[config.mk]
export PLATFORM = sky130hd
export DESIGN_NAME = color_contrast_detector
export DESIGN_NICKNAME = d
export VERILOG_FILES = /design/src/rtl/ccd_pkg.sv /design/src/rtl/color_contrast_detector.sv /design/src/rtl/ccd_front.sv /design/src/rtl/ccd_queue.sv /design/src/rtl/ccd_back.sv
export SDC_FILE = /design/constraint.sdc
export NUM_CORES = 1
export LEC_CHECK = 0
export BUFFER_PORTS_ARGS = -buffer_cell sky130_fd_sc_hd__buf_2
export CAP_MARGIN = 30
export CORE_MARGIN = 8
export CORE_UTILIZATION = 43
export CTS_CLUSTER_SIZE = 40
export DETAILED_ROUTE_END_ITERATION = 7
export PLACE_DENSITY_LB_ADDON = 0.15
export SYNTH_ARGS = -nofsm -noshare
export SYNTH_HDL_FRONTEND = slang
export SYNTH_SLANG_ARGS = --single-unit
[constraint.sdc]
create_clock -name clk -period 13.4 [get_ports clk]
set_input_delay 1.34 -clock clk [delete_from_list [all_inputs] [get_ports clk]]
set_output_delay 1.34 -clock clk [all_outputs]
set_load 0.02 [all_outputs]
[src/rtl/ccd_pkg.sv]
package ccd_pkg;

  localparam int unsigned CHAN_W   = 8;
  localparam int unsigned COLOR_W  = 3 * CHAN_W;
  localparam int unsigned KIND_W   = 2;
  localparam int unsigned THR_W    = 8;
  localparam int unsigned HIT_W    = 4;
  localparam int unsigned SETTLE_W = 3;
  localparam int unsigned TOL_W    = 8;
  localparam int unsigned MS_W     = 24;
  localparam int unsigned CFG_IDX_W  = 3;
  localparam int unsigned CFG_DATA_W = 24;
  localparam int unsigned SUM_W    = CHAN_W + 2;

  localparam logic [KIND_W-1:0] KIND_START  = 2'd0;
  localparam logic [KIND_W-1:0] KIND_SAMPLE = 2'd1;
  localparam logic [KIND_W-1:0] KIND_TICK   = 2'd2;
  localparam logic [KIND_W-1:0] KIND_NONE   = 2'd3;

  localparam logic [CFG_IDX_W-1:0] REG_DIFF_THRESHOLD  = 3'd0;
  localparam logic [CFG_IDX_W-1:0] REG_HIT_TARGET      = 3'd1;
  localparam logic [CFG_IDX_W-1:0] REG_SETTLE_COUNT    = 3'd2;
  localparam logic [CFG_IDX_W-1:0] REG_MATCH_TOLERANCE = 3'd3;
  localparam logic [CFG_IDX_W-1:0] REG_TIMEOUT_MS      = 3'd4;

  localparam logic [THR_W-1:0]    RST_DIFF_THRESHOLD  = 8'd35;
  localparam logic [HIT_W-1:0]    RST_HIT_TARGET      = 4'd10;
  localparam logic [SETTLE_W-1:0] RST_SETTLE_COUNT    = 3'd4;
  localparam logic [TOL_W-1:0]    RST_MATCH_TOLERANCE = 8'd20;
  localparam logic [MS_W-1:0]     RST_TIMEOUT_MS      = 24'd0;

  typedef enum logic [1:0] {
    OP_START,
    OP_SAMPLE,
    OP_TICK
  } op_t;

  typedef struct packed {
    op_t               op;
    logic [CHAN_W-1:0] red;
    logic [CHAN_W-1:0] green;
    logic [CHAN_W-1:0] blue;
  } item_t;

  typedef struct packed {
    logic [THR_W-1:0]    diff_threshold;
    logic [HIT_W-1:0]    hit_target;
    logic [SETTLE_W-1:0] settle_count;
    logic [TOL_W-1:0]    match_tolerance;
    logic [MS_W-1:0]     timeout_ms;
  } cfg_t;

  function automatic logic [CHAN_W-1:0] absdiff(input logic [CHAN_W-1:0] a,
                                                input logic [CHAN_W-1:0] b);
    absdiff = (a > b) ? (a - b) : (b - a);
  endfunction

endpackage

[src/rtl/color_contrast_detector.sv]
// channel | handshake          | payload
// --------+--------------------+-----------------------------------------
// in      | in_valid/in_ready  | kind, red, green, blue
// out     | out_valid/out_ready| outcome, ref_red, ref_green, ref_blue
// cfg     | cfg_we             | cfg_index, cfg_data
//
// one request per cycle while in_ready is high; the back end handles each request in the cycle it is popped
// the request that ends the search passes the front register and the queue, and its result is registered at the output
// rst is synchronous and active high; it clears the search state and reloads config defaults
// a stalled result holds the back end; the two-entry queue keeps in_ready up
// until the front register and queue are both full
module color_contrast_detector
  import ccd_pkg::*;
#(
  parameter int unsigned LINE_DEPTH = 24
) (
  input  logic                  clk,
  input  logic                  rst,
  input  logic                  in_valid,
  output logic                  in_ready,
  input  logic [KIND_W-1:0]     kind,
  input  logic [CHAN_W-1:0]     red,
  input  logic [CHAN_W-1:0]     green,
  input  logic [CHAN_W-1:0]     blue,
  output logic                  out_valid,
  input  logic                  out_ready,
  output logic                  outcome,
  output logic [CHAN_W-1:0]     ref_red,
  output logic [CHAN_W-1:0]     ref_green,
  output logic [CHAN_W-1:0]     ref_blue,
  input  logic                  cfg_we,
  input  logic [CFG_IDX_W-1:0]  cfg_index,
  input  logic [CFG_DATA_W-1:0] cfg_data
);

  cfg_t  cfg;
  logic  push;
  item_t push_item;
  logic  push_ready;
  logic  q_valid;
  item_t q_item;
  logic  q_pop;

  always_ff @(posedge clk) begin
    if (rst) begin
      cfg.diff_threshold  <= RST_DIFF_THRESHOLD;
      cfg.hit_target      <= RST_HIT_TARGET;
      cfg.settle_count    <= RST_SETTLE_COUNT;
      cfg.match_tolerance <= RST_MATCH_TOLERANCE;
      cfg.timeout_ms      <= RST_TIMEOUT_MS;
    end else if (cfg_we) begin
      unique case (cfg_index)
        REG_DIFF_THRESHOLD:  cfg.diff_threshold  <= cfg_data[THR_W-1:0];
        REG_HIT_TARGET:      cfg.hit_target      <= cfg_data[HIT_W-1:0];
        REG_SETTLE_COUNT:    cfg.settle_count    <= cfg_data[SETTLE_W-1:0];
        REG_MATCH_TOLERANCE: cfg.match_tolerance <= cfg_data[TOL_W-1:0];
        REG_TIMEOUT_MS:      cfg.timeout_ms      <= cfg_data[MS_W-1:0];
        default: begin
          cfg <= cfg;
        end
      endcase
    end
  end

  ccd_front u_front (
    .clk        (clk),
    .rst        (rst),
    .in_valid   (in_valid),
    .in_ready   (in_ready),
    .kind       (kind),
    .red        (red),
    .green      (green),
    .blue       (blue),
    .push       (push),
    .push_item  (push_item),
    .push_ready (push_ready)
  );

  ccd_queue u_queue (
    .clk        (clk),
    .rst        (rst),
    .push       (push),
    .push_item  (push_item),
    .push_ready (push_ready),
    .pop_valid  (q_valid),
    .pop_item   (q_item),
    .pop        (q_pop)
  );

  ccd_back #(
    .LINE_DEPTH (LINE_DEPTH)
  ) u_back (
    .clk        (clk),
    .rst        (rst),
    .cfg        (cfg),
    .item_valid (q_valid),
    .item       (q_item),
    .pop        (q_pop),
    .out_valid  (out_valid),
    .out_ready  (out_ready),
    .outcome    (outcome),
    .ref_red    (ref_red),
    .ref_green  (ref_green),
    .ref_blue   (ref_blue)
  );

endmodule

[src/rtl/ccd_front.sv]
module ccd_front
  import ccd_pkg::*;
(
  input  logic              clk,
  input  logic              rst,
  input  logic              in_valid,
  output logic              in_ready,
  input  logic [KIND_W-1:0] kind,
  input  logic [CHAN_W-1:0] red,
  input  logic [CHAN_W-1:0] green,
  input  logic [CHAN_W-1:0] blue,
  output logic              push,
  output item_t             push_item,
  input  logic              push_ready
);

  logic  held;
  item_t item;
  item_t item_next;
  logic  known;

  always_comb begin
    item_next.red   = red;
    item_next.green = green;
    item_next.blue  = blue;
    known           = 1'b1;
    unique case (kind)
      KIND_START:  item_next.op = OP_START;
      KIND_SAMPLE: item_next.op = OP_SAMPLE;
      KIND_TICK:   item_next.op = OP_TICK;
      default: begin
        item_next.op = OP_TICK;
        known        = 1'b0;
      end
    endcase
  end

  assign in_ready  = !held || push_ready;
  assign push      = held && push_ready;
  assign push_item = item;

  always_ff @(posedge clk) begin
    if (rst) begin
      held <= 1'b0;
    end else if (in_valid && in_ready) begin
      held <= known;
    end else if (push) begin
      held <= 1'b0;
    end
  end

  always_ff @(posedge clk) begin
    if (in_valid && in_ready) begin
      item <= item_next;
    end
  end

endmodule

[src/rtl/ccd_queue.sv]
module ccd_queue
  import ccd_pkg::*;
(
  input  logic  clk,
  input  logic  rst,
  input  logic  push,
  input  item_t push_item,
  output logic  push_ready,
  output logic  pop_valid,
  output item_t pop_item,
  input  logic  pop
);

  item_t      slots [2];
  logic       wr_ptr;
  logic       rd_ptr;
  logic [1:0] count;

  assign push_ready = (count != 2'd2);
  assign pop_valid  = (count != 2'd0);
  assign pop_item   = slots[rd_ptr];

  always_ff @(posedge clk) begin
    if (rst) begin
      wr_ptr <= 1'b0;
      rd_ptr <= 1'b0;
      count  <= 2'd0;
    end else begin
      if (push) begin
        wr_ptr <= !wr_ptr;
      end
      if (pop) begin
        rd_ptr <= !rd_ptr;
      end
      unique case ({push, pop})
        2'b10:   count <= count + 2'd1;
        2'b01:   count <= count - 2'd1;
        default: count <= count;
      endcase
    end
  end

  always_ff @(posedge clk) begin
    if (push) begin
      slots[wr_ptr] <= push_item;
    end
  end

endmodule

[src/rtl/ccd_back.sv]
module ccd_back
  import ccd_pkg::*;
#(
  parameter int unsigned LINE_DEPTH = 24
) (
  input  logic              clk,
  input  logic              rst,
  input  cfg_t              cfg,
  input  logic              item_valid,
  input  item_t             item,
  output logic              pop,
  output logic              out_valid,
  input  logic              out_ready,
  output logic              outcome,
  output logic [CHAN_W-1:0] ref_red,
  output logic [CHAN_W-1:0] ref_green,
  output logic [CHAN_W-1:0] ref_blue
);

  localparam int unsigned IDX_W = (LINE_DEPTH > 1) ? $clog2(LINE_DEPTH) : 1;
  localparam logic [IDX_W-1:0] LAST_IDX = IDX_W'(LINE_DEPTH - 1);

  localparam logic [1:0] PH_IDLE   = 2'd0;
  localparam logic [1:0] PH_FIRST  = 2'd1;
  localparam logic [1:0] PH_SETTLE = 2'd2;
  localparam logic [1:0] PH_SEARCH = 2'd3;

  logic [1:0]            phase, phase_next;
  logic [COLOR_W-1:0]    ref_color, ref_color_next;
  logic [SETTLE_W-1:0]   match_run, match_run_next;
  logic [IDX_W-1:0]      line_index, line_index_next;
  logic [HIT_W-1:0]      hit_total, hit_total_next;
  logic [MS_W-1:0]       elapsed, elapsed_next;
  logic [LINE_DEPTH-1:0] written, written_next;

  logic [COLOR_W-1:0]    line_mem [LINE_DEPTH];
  logic [COLOR_W-1:0]    rd_data;
  logic                  mem_we;

  logic [COLOR_W-1:0]    sample;
  logic [COLOR_W-1:0]    past;
  logic [CHAN_W-1:0]     d_red, d_green, d_blue;
  logic [SUM_W-1:0]      diff_sum;
  logic [SUM_W-1:0]      hit_bound;
  logic                  hit;
  logic                  same;
  logic [SETTLE_W-1:0]   run_inc;
  logic [HIT_W-1:0]      hits_inc;
  logic [MS_W-1:0]       ms_inc;
  logic                  report;
  logic                  report_kind;

  assign pop    = item_valid && (!out_valid || out_ready);
  assign sample = {item.red, item.green, item.blue};
  assign past   = written[line_index] ? rd_data : ref_color;

  assign d_red     = absdiff(sample[2*CHAN_W +: CHAN_W], past[2*CHAN_W +: CHAN_W]);
  assign d_green   = absdiff(sample[CHAN_W +: CHAN_W], past[CHAN_W +: CHAN_W]);
  assign d_blue    = absdiff(sample[0 +: CHAN_W], past[0 +: CHAN_W]);
  assign diff_sum  = SUM_W'(d_red) + SUM_W'(d_green) + SUM_W'(d_blue);
  // floor(sum / 3) > thr  <=>  sum > 3 * thr + 2
  assign hit_bound = (SUM_W'(cfg.diff_threshold) << 1) + SUM_W'(cfg.diff_threshold)
                     + SUM_W'(2);
  assign hit       = diff_sum > hit_bound;

  assign same =
    (absdiff(ref_color[2*CHAN_W +: CHAN_W], sample[2*CHAN_W +: CHAN_W])
       <= cfg.match_tolerance) &&
    (absdiff(ref_color[CHAN_W +: CHAN_W], sample[CHAN_W +: CHAN_W])
       <= cfg.match_tolerance) &&
    (absdiff(ref_color[0 +: CHAN_W], sample[0 +: CHAN_W]) <= cfg.match_tolerance);

  assign run_inc  = match_run + SETTLE_W'(1);
  assign hits_inc = hit ? hit_total + HIT_W'(1) : hit_total;
  assign ms_inc   = (elapsed == '1) ? elapsed : elapsed + MS_W'(1);

  always_comb begin
    phase_next      = phase;
    ref_color_next  = ref_color;
    match_run_next  = match_run;
    line_index_next = line_index;
    hit_total_next  = hit_total;
    elapsed_next    = elapsed;
    written_next    = written;
    mem_we          = 1'b0;
    report          = 1'b0;
    report_kind     = 1'b0;
    if (pop) begin
      unique case (item.op)
        OP_START: begin
          phase_next     = PH_FIRST;
          match_run_next = '0;
        end
        OP_SAMPLE: begin
          unique case (phase)
            PH_FIRST: begin
              ref_color_next = sample;
              match_run_next = '0;
              if (cfg.settle_count == '0) begin
                phase_next      = PH_SEARCH;
                written_next    = '0;
                line_index_next = '0;
                hit_total_next  = '0;
                elapsed_next    = '0;
              end else begin
                phase_next = PH_SETTLE;
              end
            end
            PH_SETTLE: begin
              if (same) begin
                match_run_next = run_inc;
                if (run_inc >= cfg.settle_count) begin
                  phase_next      = PH_SEARCH;
                  written_next    = '0;
                  line_index_next = '0;
                  hit_total_next  = '0;
                  elapsed_next    = '0;
                end
              end else begin
                ref_color_next = sample;
                match_run_next = '0;
              end
            end
            PH_SEARCH: begin
              hit_total_next = hits_inc;
              if (hit) begin
                elapsed_next = '0;
              end
              if (hits_inc == cfg.hit_target) begin
                report      = 1'b1;
                report_kind = 1'b0;
                phase_next  = PH_IDLE;
              end else begin
                mem_we                   = 1'b1;
                written_next[line_index] = 1'b1;
                line_index_next = (line_index == LAST_IDX) ? '0 : line_index + IDX_W'(1);
              end
            end
            default: begin
              phase_next = phase;
            end
          endcase
        end
        OP_TICK: begin
          if (phase == PH_SEARCH) begin
            elapsed_next = ms_inc;
            if ((cfg.timeout_ms != '0) && (ms_inc >= cfg.timeout_ms)) begin
              report      = 1'b1;
              report_kind = 1'b1;
              phase_next  = PH_IDLE;
            end
          end
        end
        default: begin
          phase_next = phase;
        end
      endcase
    end
  end

  always_ff @(posedge clk) begin
    if (rst) begin
      phase      <= PH_IDLE;
      ref_color  <= '0;
      match_run  <= '0;
      line_index <= '0;
      hit_total  <= '0;
      elapsed    <= '0;
      written    <= '0;
      out_valid  <= 1'b0;
    end else begin
      phase      <= phase_next;
      ref_color  <= ref_color_next;
      match_run  <= match_run_next;
      line_index <= line_index_next;
      hit_total  <= hit_total_next;
      elapsed    <= elapsed_next;
      written    <= written_next;
      if (report) begin
        out_valid <= 1'b1;
      end else if (out_ready) begin
        out_valid <= 1'b0;
      end
    end
  end

  always_ff @(posedge clk) begin
    if (report) begin
      outcome   <= report_kind;
      ref_red   <= ref_color[2*CHAN_W +: CHAN_W];
      ref_green <= ref_color[CHAN_W +: CHAN_W];
      ref_blue  <= ref_color[0 +: CHAN_W];
    end
  end

  // next entry is fetched ahead; with LINE_DEPTH above 1 it never equals the entry written this cycle
  always_ff @(posedge clk) begin
    if (mem_we) begin
      line_mem[line_index] <= sample;
    end
    rd_data <= line_mem[line_index_next];
  end

endmodule

# Word-level counts from Yosys, hierarchy flattened

Memories as Yosys holds them, arrays and structs flattened. A register that Yosys moved wholly into a read port is not among the register bits.
Index checks and enable logic that the tools add are counted.
W data, S select, Z words.

Register bits after elaboration: 190
Bits in writable memories: 628
Bits of input ports: 58
Word-level logic and storage cells: 205
Memories: 2

Memories:

| memory          | words | width | rd ports | clocked after memory_dff | write ports | RTL line        | text |
|---|---|---|---|---|---|---|---|
| u_back.line_mem | 24    | 24    | 1        | 1                        | 1           | ccd_back.sv:36  | `logic [COLOR_W-1:0] line_mem [LINE_DEPTH];` |
| u_queue.slots   | 2     | 26    | 1        | 1                        | 1           | ccd_queue.sv:14 | `item_t slots [2];` |

$add $sub $neg: 22
Order comparisons: 14
Eq/ne operators: 31
Multiplexer cells: 70
Bitwise logic cells: 1
Reductions and logical operators: 40

Operators with widths:

| kind                    | count |
|---|---|
| $mux W24                | 9 |
| $pmux W24 S3            | 2 |
| $pmux W24 S2            | 2 |
| $sub A8 B8 Y8           | 12 |
| $gt A8 B8 Y1            | 6 |
| $mux W8                 | 6 |
| $mux W5                 | 7 |
| $add A24 B1 Y24 const B | 1 |
| $eq A24 B24 Y1 const B  | 1 |
| $ge A24 B24 Y1          | 1 |
| $le A8 B8 Y1            | 3 |
| $or A24 B24 Y24         | 1 |
| $reduce_bool A24 Y1     | 1 |
| $mux W1                 | 23 |
| $mux W4                 | 4 |
| $reduce_and A8 Y1       | 2 |
| $ne A3 B2 Y1 const B    | 5 |
| $pmux W5 S3             | 1 |
| $reduce_bool A2 Y1      | 7 |
| $pmux W2 S3             | 2 |
| $pmux W3 S2             | 2 |
| $pmux W4 S3             | 1 |
| $reduce_and A2 Y1       | 6 |
| $add A10 B2 Y10 const B | 1 |
| 40 further kinds        | 72 |

# Depth between registers and ports, before layout

Depth in word-level cells: 16
Gate-level depth with buffers: 49

# By module

Synthesis repeated with hierarchy kept, for this count alone.

Cell total of the unflattened synthesis: 3306
Area, all modules: 40452.5 sq um

By module, submodules not included:

| module                  | times used | cells an instance | area each (sq um) |
|---|---|---|---|
| ccd_back                | 1          | 2977              | 35502.8 |
| ccd_queue               | 1          | 103               | 2079.5 |
| color_contrast_detector | 1          | 192               | 2011.9 |
| ccd_front               | 1          | 34                | 858.3 |

# Worst setup path before layout

OpenSTA, ideal clock, no wires.

Path type: reg2reg
Start: register u_back.line_index[0]
End: register u_back.rd_data[10], read port of u_back.line_mem
Library setup time: 0.088 ns
Arrival time: 8.915 ns
Data required time: 13.312 ns
Path slack: 4.397 ns
Cell stages (with the launch flop): 40
Buffers on the path: 5
Clock period less this slack: 9.003 ns
Cell sequence: dfxtp_1 buf_6 mux4_2 a22oi_1 nand3_1 clkbuf_1 a21o_1 ha_1 nor2b_1 o21ai_0 a21oi_1 o32ai_1 clkbuf_1 mux2i_1 inv_1 fa_1 inv_1 ha_1 [4 not listed] o21bai_1 a21oi_1 nor2b_1 o21a_1 ha_1 nand4_1 a211oi_2 a2111oi_4 a311o_4 nand2_2 nand4_1 inv_1 a21oi_1 buf_2 nand3_1 clkbuf_1 o22ai_1 nor4_2

Word-level cells in the longest chain between the ends: 14

Ends and longest elaborated chain:

| item                                          | RTL line        | text |
|---|---|---|
| from (decl)                                   | ccd_back.sv:31  | `logic [IDX_W-1:0] line_index, line_index_next;` |
| from (signal assigned)                        | ccd_back.sv:175 | `line_index <= line_index_next;` |
| $bmux W1 S5                                   | ccd_back.sv:55  | `assign past = written[line_index] ? rd_data : ref_color;` |
| $mux W1 (implied by the code)                 | ccd_back.sv:55  |  |
| $mux W24                                      | ccd_back.sv:55  |  |
| $sub A8 B8 Y8 or $gt A8 B8 Y1 (tied branches) | ccd_pkg.sv:55   | `absdiff = (a > b) ? (a - b) : (b - a);` |
| $mux W8                                       | ccd_pkg.sv:55   |  |
| $add A8 B8 Y9                                 | ccd_back.sv:60  | `assign diff_sum = SUM_W'(d_red) + SUM_W'(d_green) + SUM_W'(d_blue);` |
| $add A10 B8 Y10                               | ccd_back.sv:60  |  |
| $gt A10 B10 Y1                                | ccd_back.sv:64  | `assign hit = diff_sum > hit_bound;` |
| $mux W4                                       | ccd_back.sv:74  | `assign hits_inc = hit ? hit_total + HIT_W'(1) : hit_total;` |
| $eq A4 B4 Y1                                  | ccd_back.sv:129 | `if (hits_inc == cfg.hit_target) begin` |
| $mux W5                                       | ccd_back.sv:129 |  |
| $pmux W5 S3                                   | ccd_back.sv:95  | `unique case (phase)` |
| $mux W5                                       | ccd_back.sv:89  | `unique case (item.op)` |
| $mux W5 *                                     | ccd_back.sv:88  | `if (pop) begin` |
| to (decl)                                     | ccd_back.sv:37  | `logic [COLOR_W-1:0] rd_data;` |

Mark *: on every way between the ends. The rest lies on a longest branch, timed or not. The select of a mux whose other input is x is not followed.
A chain may end at the register's enable or synchronous reset.

# Worst setup path after layout

Start: register u_back.line_index[0]
End: register u_back.rd_data[23], read port of u_back.line_mem

The elaborated chain is that of the path after synthesis.

==> qor.txt <==
Total Neg Setup Slack: 0 ns
Worst-margin pin slew: 1.04 ns
Area Overhead vs Synth: 12.6%
Total track usage: 20.2%
H-tree levels: 3
Reg area: 0.0237 mm²
Ant. Diodes: 0
Top cell type's share of synthesized area: 51.4%
Pint: 5.38 mW
Number of routed nets with antenna violations: 0
GPL Wtd Cong: 0.855
Final wirelength: 107000 µm
CORE AREA: 0.0915 mm²
#FFs+latches synth: 843
Drt wl/cell: 23.3 µm
Starting Density: 43.3%
Die Ht: 320 µm
Sw Share: 33.2%
Critical Path AT: 11.92 ns
Total power: 8.05 mW
Async set or reset register ratio after synthesis: 0%
CP max-delay cell: dfxtp_1
Status: finished, final reports clean
First-pass GRT wire length: 159000 µm
Area of the multi-input gates: 0.0147 mm²
Crit-path max FO: 56
Minimum clock period: 11.38 ns
Synthesis warning total: 0
Via density: 5.64
Crit path launch type: flop
Crit path kind: flop to flop
Max-slew headroom: 30.5%
LEAKAGE: 15.9 nW
Die X: 320 µm
Fill cells: 7949
Post-synth EDFFs: 679
Crit-path most repeated cell: o21a_1
Syn Inst Count: 3222
Total vias in the final route: 25.9k
Slew Viols, Final: 0
Largest net degree at the start of global routing: 83
Hold crit path type: flop to flop
Iteration-0 DRC Markers: 2342
Seq/Total Area, Yosys: 59.7%
IO Pins: 85
Crit path largest cell delay: 0.79 ns
Mapped Area: 0.0396 mm²
CTS Hold Bufs: 0
Final setup viols: 0
Syn nets: 3487
Share of cells above drive strength 1: 12.3%
Max Fclk: 87.9 MHz
Port Buf Inserts: 84
Residual DRC count: 0
Grt ovf: 0
MaxCap Viol Count: 0
Num rows: 111
Critical Path RT: 13.95 ns
Clock share of power: 31.2%
Post-synthesis average cell area: 12.3 µm²
Pwr Density: 180 mW/mm²
CTS clk-pin slew, worst paths: 0.06 ns
Final Hold Fails: 0
CTS Sinks: 843
Ys flop type: edfxtp_1
CTS tree: done
Clk Latency, worst-skew pair: 0.67 ns
Yosys cell types: 88
Yosys top cell by area: edfxtp_1
Num CTS Buffers: 91
Die ar.: 0.102 mm²
Gate power share: 31.6%
CTS root buffer: clkbuf_16
Crit end category: flop
Post-CTS Setup Repair Bufs: 0
Nets: 3584
Clk buf depth: 3
Vias in the first global route: 25.3k
Drt pass-1 iters: 6
Period utilization: 84.9%
Initial antenna violation count: 1
DP Wirelength: 69800 µm
Reg power frac: 37.2%
Maximum vdd drop: 0.333 mV
Sw power: 2.67 mW
Cells taking the most area after synthesis: edfxtp_1, dfxtp_1, mux2i_1
Post-cts resize count: 0
Setup Skew: 0.0418 ns
RSZ-0062 raised after global routing: no
==> flip-flops by register name (all words and copies together), names as in the netlist, 2 cells and up, named ones only <==
signal             count
cfg                   47
u_back.elapsed        24
u_back.hit_total       4
u_back.line_index      5
u_back.line_mem      576
u_back.match_run       3
u_back.phase           2
u_back.rd_data        24
u_back.ref_blue        8
u_back.ref_color      24
u_back.ref_green       8
u_back.ref_red         8
u_back.written        24
u_front.push_item     26
u_queue.count          2
u_queue.slots         52
==> layer usage <==
metal	global-route usage, %	vias up	share of wire (%)
met5	0	-	0
met4	6.59	0	3.1
met3	3.45	181	5.9
li1	-	12000	-
met1	27.2	12900	44
met2	33.3	731	47
==> stage by stage <==
step	instances	hold WS [ns]	worst slack [ns]	utilization [%]	cell area [µm²]
6_report	4584	0.446	2.02	48.8	44600
5_1_grt	4584	0.454	0.952	48.8	44600
4_1_cts	4577	0.445	1.99	48.6	44500
3_5_place_dp	4405	0.435	2.01	45.3	41500
3_3_place_gp	4398	0.427	2.14	45.2	41400
2_1_floorplan	3222	0.421	4.40	-	39600
==> critical path: cells and delay by family (launching register included) <==
family                   cells  cell delay [ns]
AO/OA/AOI/OAI               17             4.17
XOR/XNOR                     2             0.41
adder cells (fa/ha/maj)      4             1.35
buffers and inverters        2             0.82
flip-flops                   1             0.79
multiplexers                 3             1.00
AND/OR/NAND/NOR             10             2.59
==> synthesized netlist by cell type (all sizes together), types with 15 or more instances <==
library cell  number
a211oi            47
a21o              39
a21oi            227
a221oi            35
a22o              16
a31oi             18
and2              19
and3              20
buf               62
clkbuf            88
dfxtp            164
edfxtp           679
fa                15
ha               192
inv              169
mux2              43
mux2i            262
nand2            312
nand2b            21
nand3            102
nand4             34
nor2             231
nor2b             35
nor4              32
o21a              28
o21ai            102
o21bai            15
o22ai             20
xnor2             58
xor2              30
==> logic make-up (layout without fill, tap and decap cells) <==
kind of cell | count (synthesis) | count (layout) | synth area share, %
compound gates | 603 | 603 | 9.71
simple gates | 848 | 848 | 9.98
buf+inv | 320 | 496 | 3.55
xor+xnor | 88 | 88 | 1.94
flops | 843 | 843 | 59.7
fa+ha+maj | 207 | 207 | 6.82
mux | 313 | 313 | 8.29
==> path summary, 6_finish.rpt <==
path | startpoint | to | slack (ns) | cells past startpoint
min reg2reg | u_front.push_item[19] | u_queue.slots[0][19] | 0.45 | 0
min | u_front.push_item[19] | u_queue.slots[0][19] | 0.45 | 0
max reg2reg | u_back.line_index[0] | u_back.rd_data[23] | 2.02 | 38
max | u_back.line_index[0] | u_back.rd_data[23] | 2.02 | 38
==> cell type report <==
cell class	count	area share (%)
inverter	170	1.43
clock inverter	53	1.19
sequential	843	53.0
multi-input combinational	2059	32.9
clock buffer	119	5.59
timing repair buffer	154	2.51
tap	1186	3.32
==> cell usage in the layout (no fill, tap or decap), types with 17 or more instances in the layout <==
cell type	n
o22ai_1	20
nand2b_1	21
mux2_2	43
a21oi_1	223
inv_1	169
buf_2	84
mux2i_1	262
clkbuf_16	93
nor2b_1	35
ha_1	192
dfxtp_1	164
o21a_1	28
nand3_1	100
a21o_1	38
nand2_1	309
xor2_1	30
edfxtp_1	679
nor2_1	204
o21ai_0	92
xnor2_1	58
nor2_2	27
a31oi_1	17
clkbuf_1	19
nand4_1	34
a221oi_1	35
and3_1	19
buf_4	55
a211oi_1	46
clkinv_2	17
==> power groups by stage <==
stage / Combinational [mW] / Sequential [mW] / Clock [mW]
final: 2.54 / 2.99 / 2.51
after global routing: 2.82 / 3.00 / 2.67
after CTS: 2.53 / 2.99 / 2.57
after detailed placement: 2.52 / 3.05 / 0
after global placement: 2.45 / 3.05 / 0
after floorplan: 1.90 / 3.03 / 0
No activity file was read; power rests on OpenSTA's default activity.
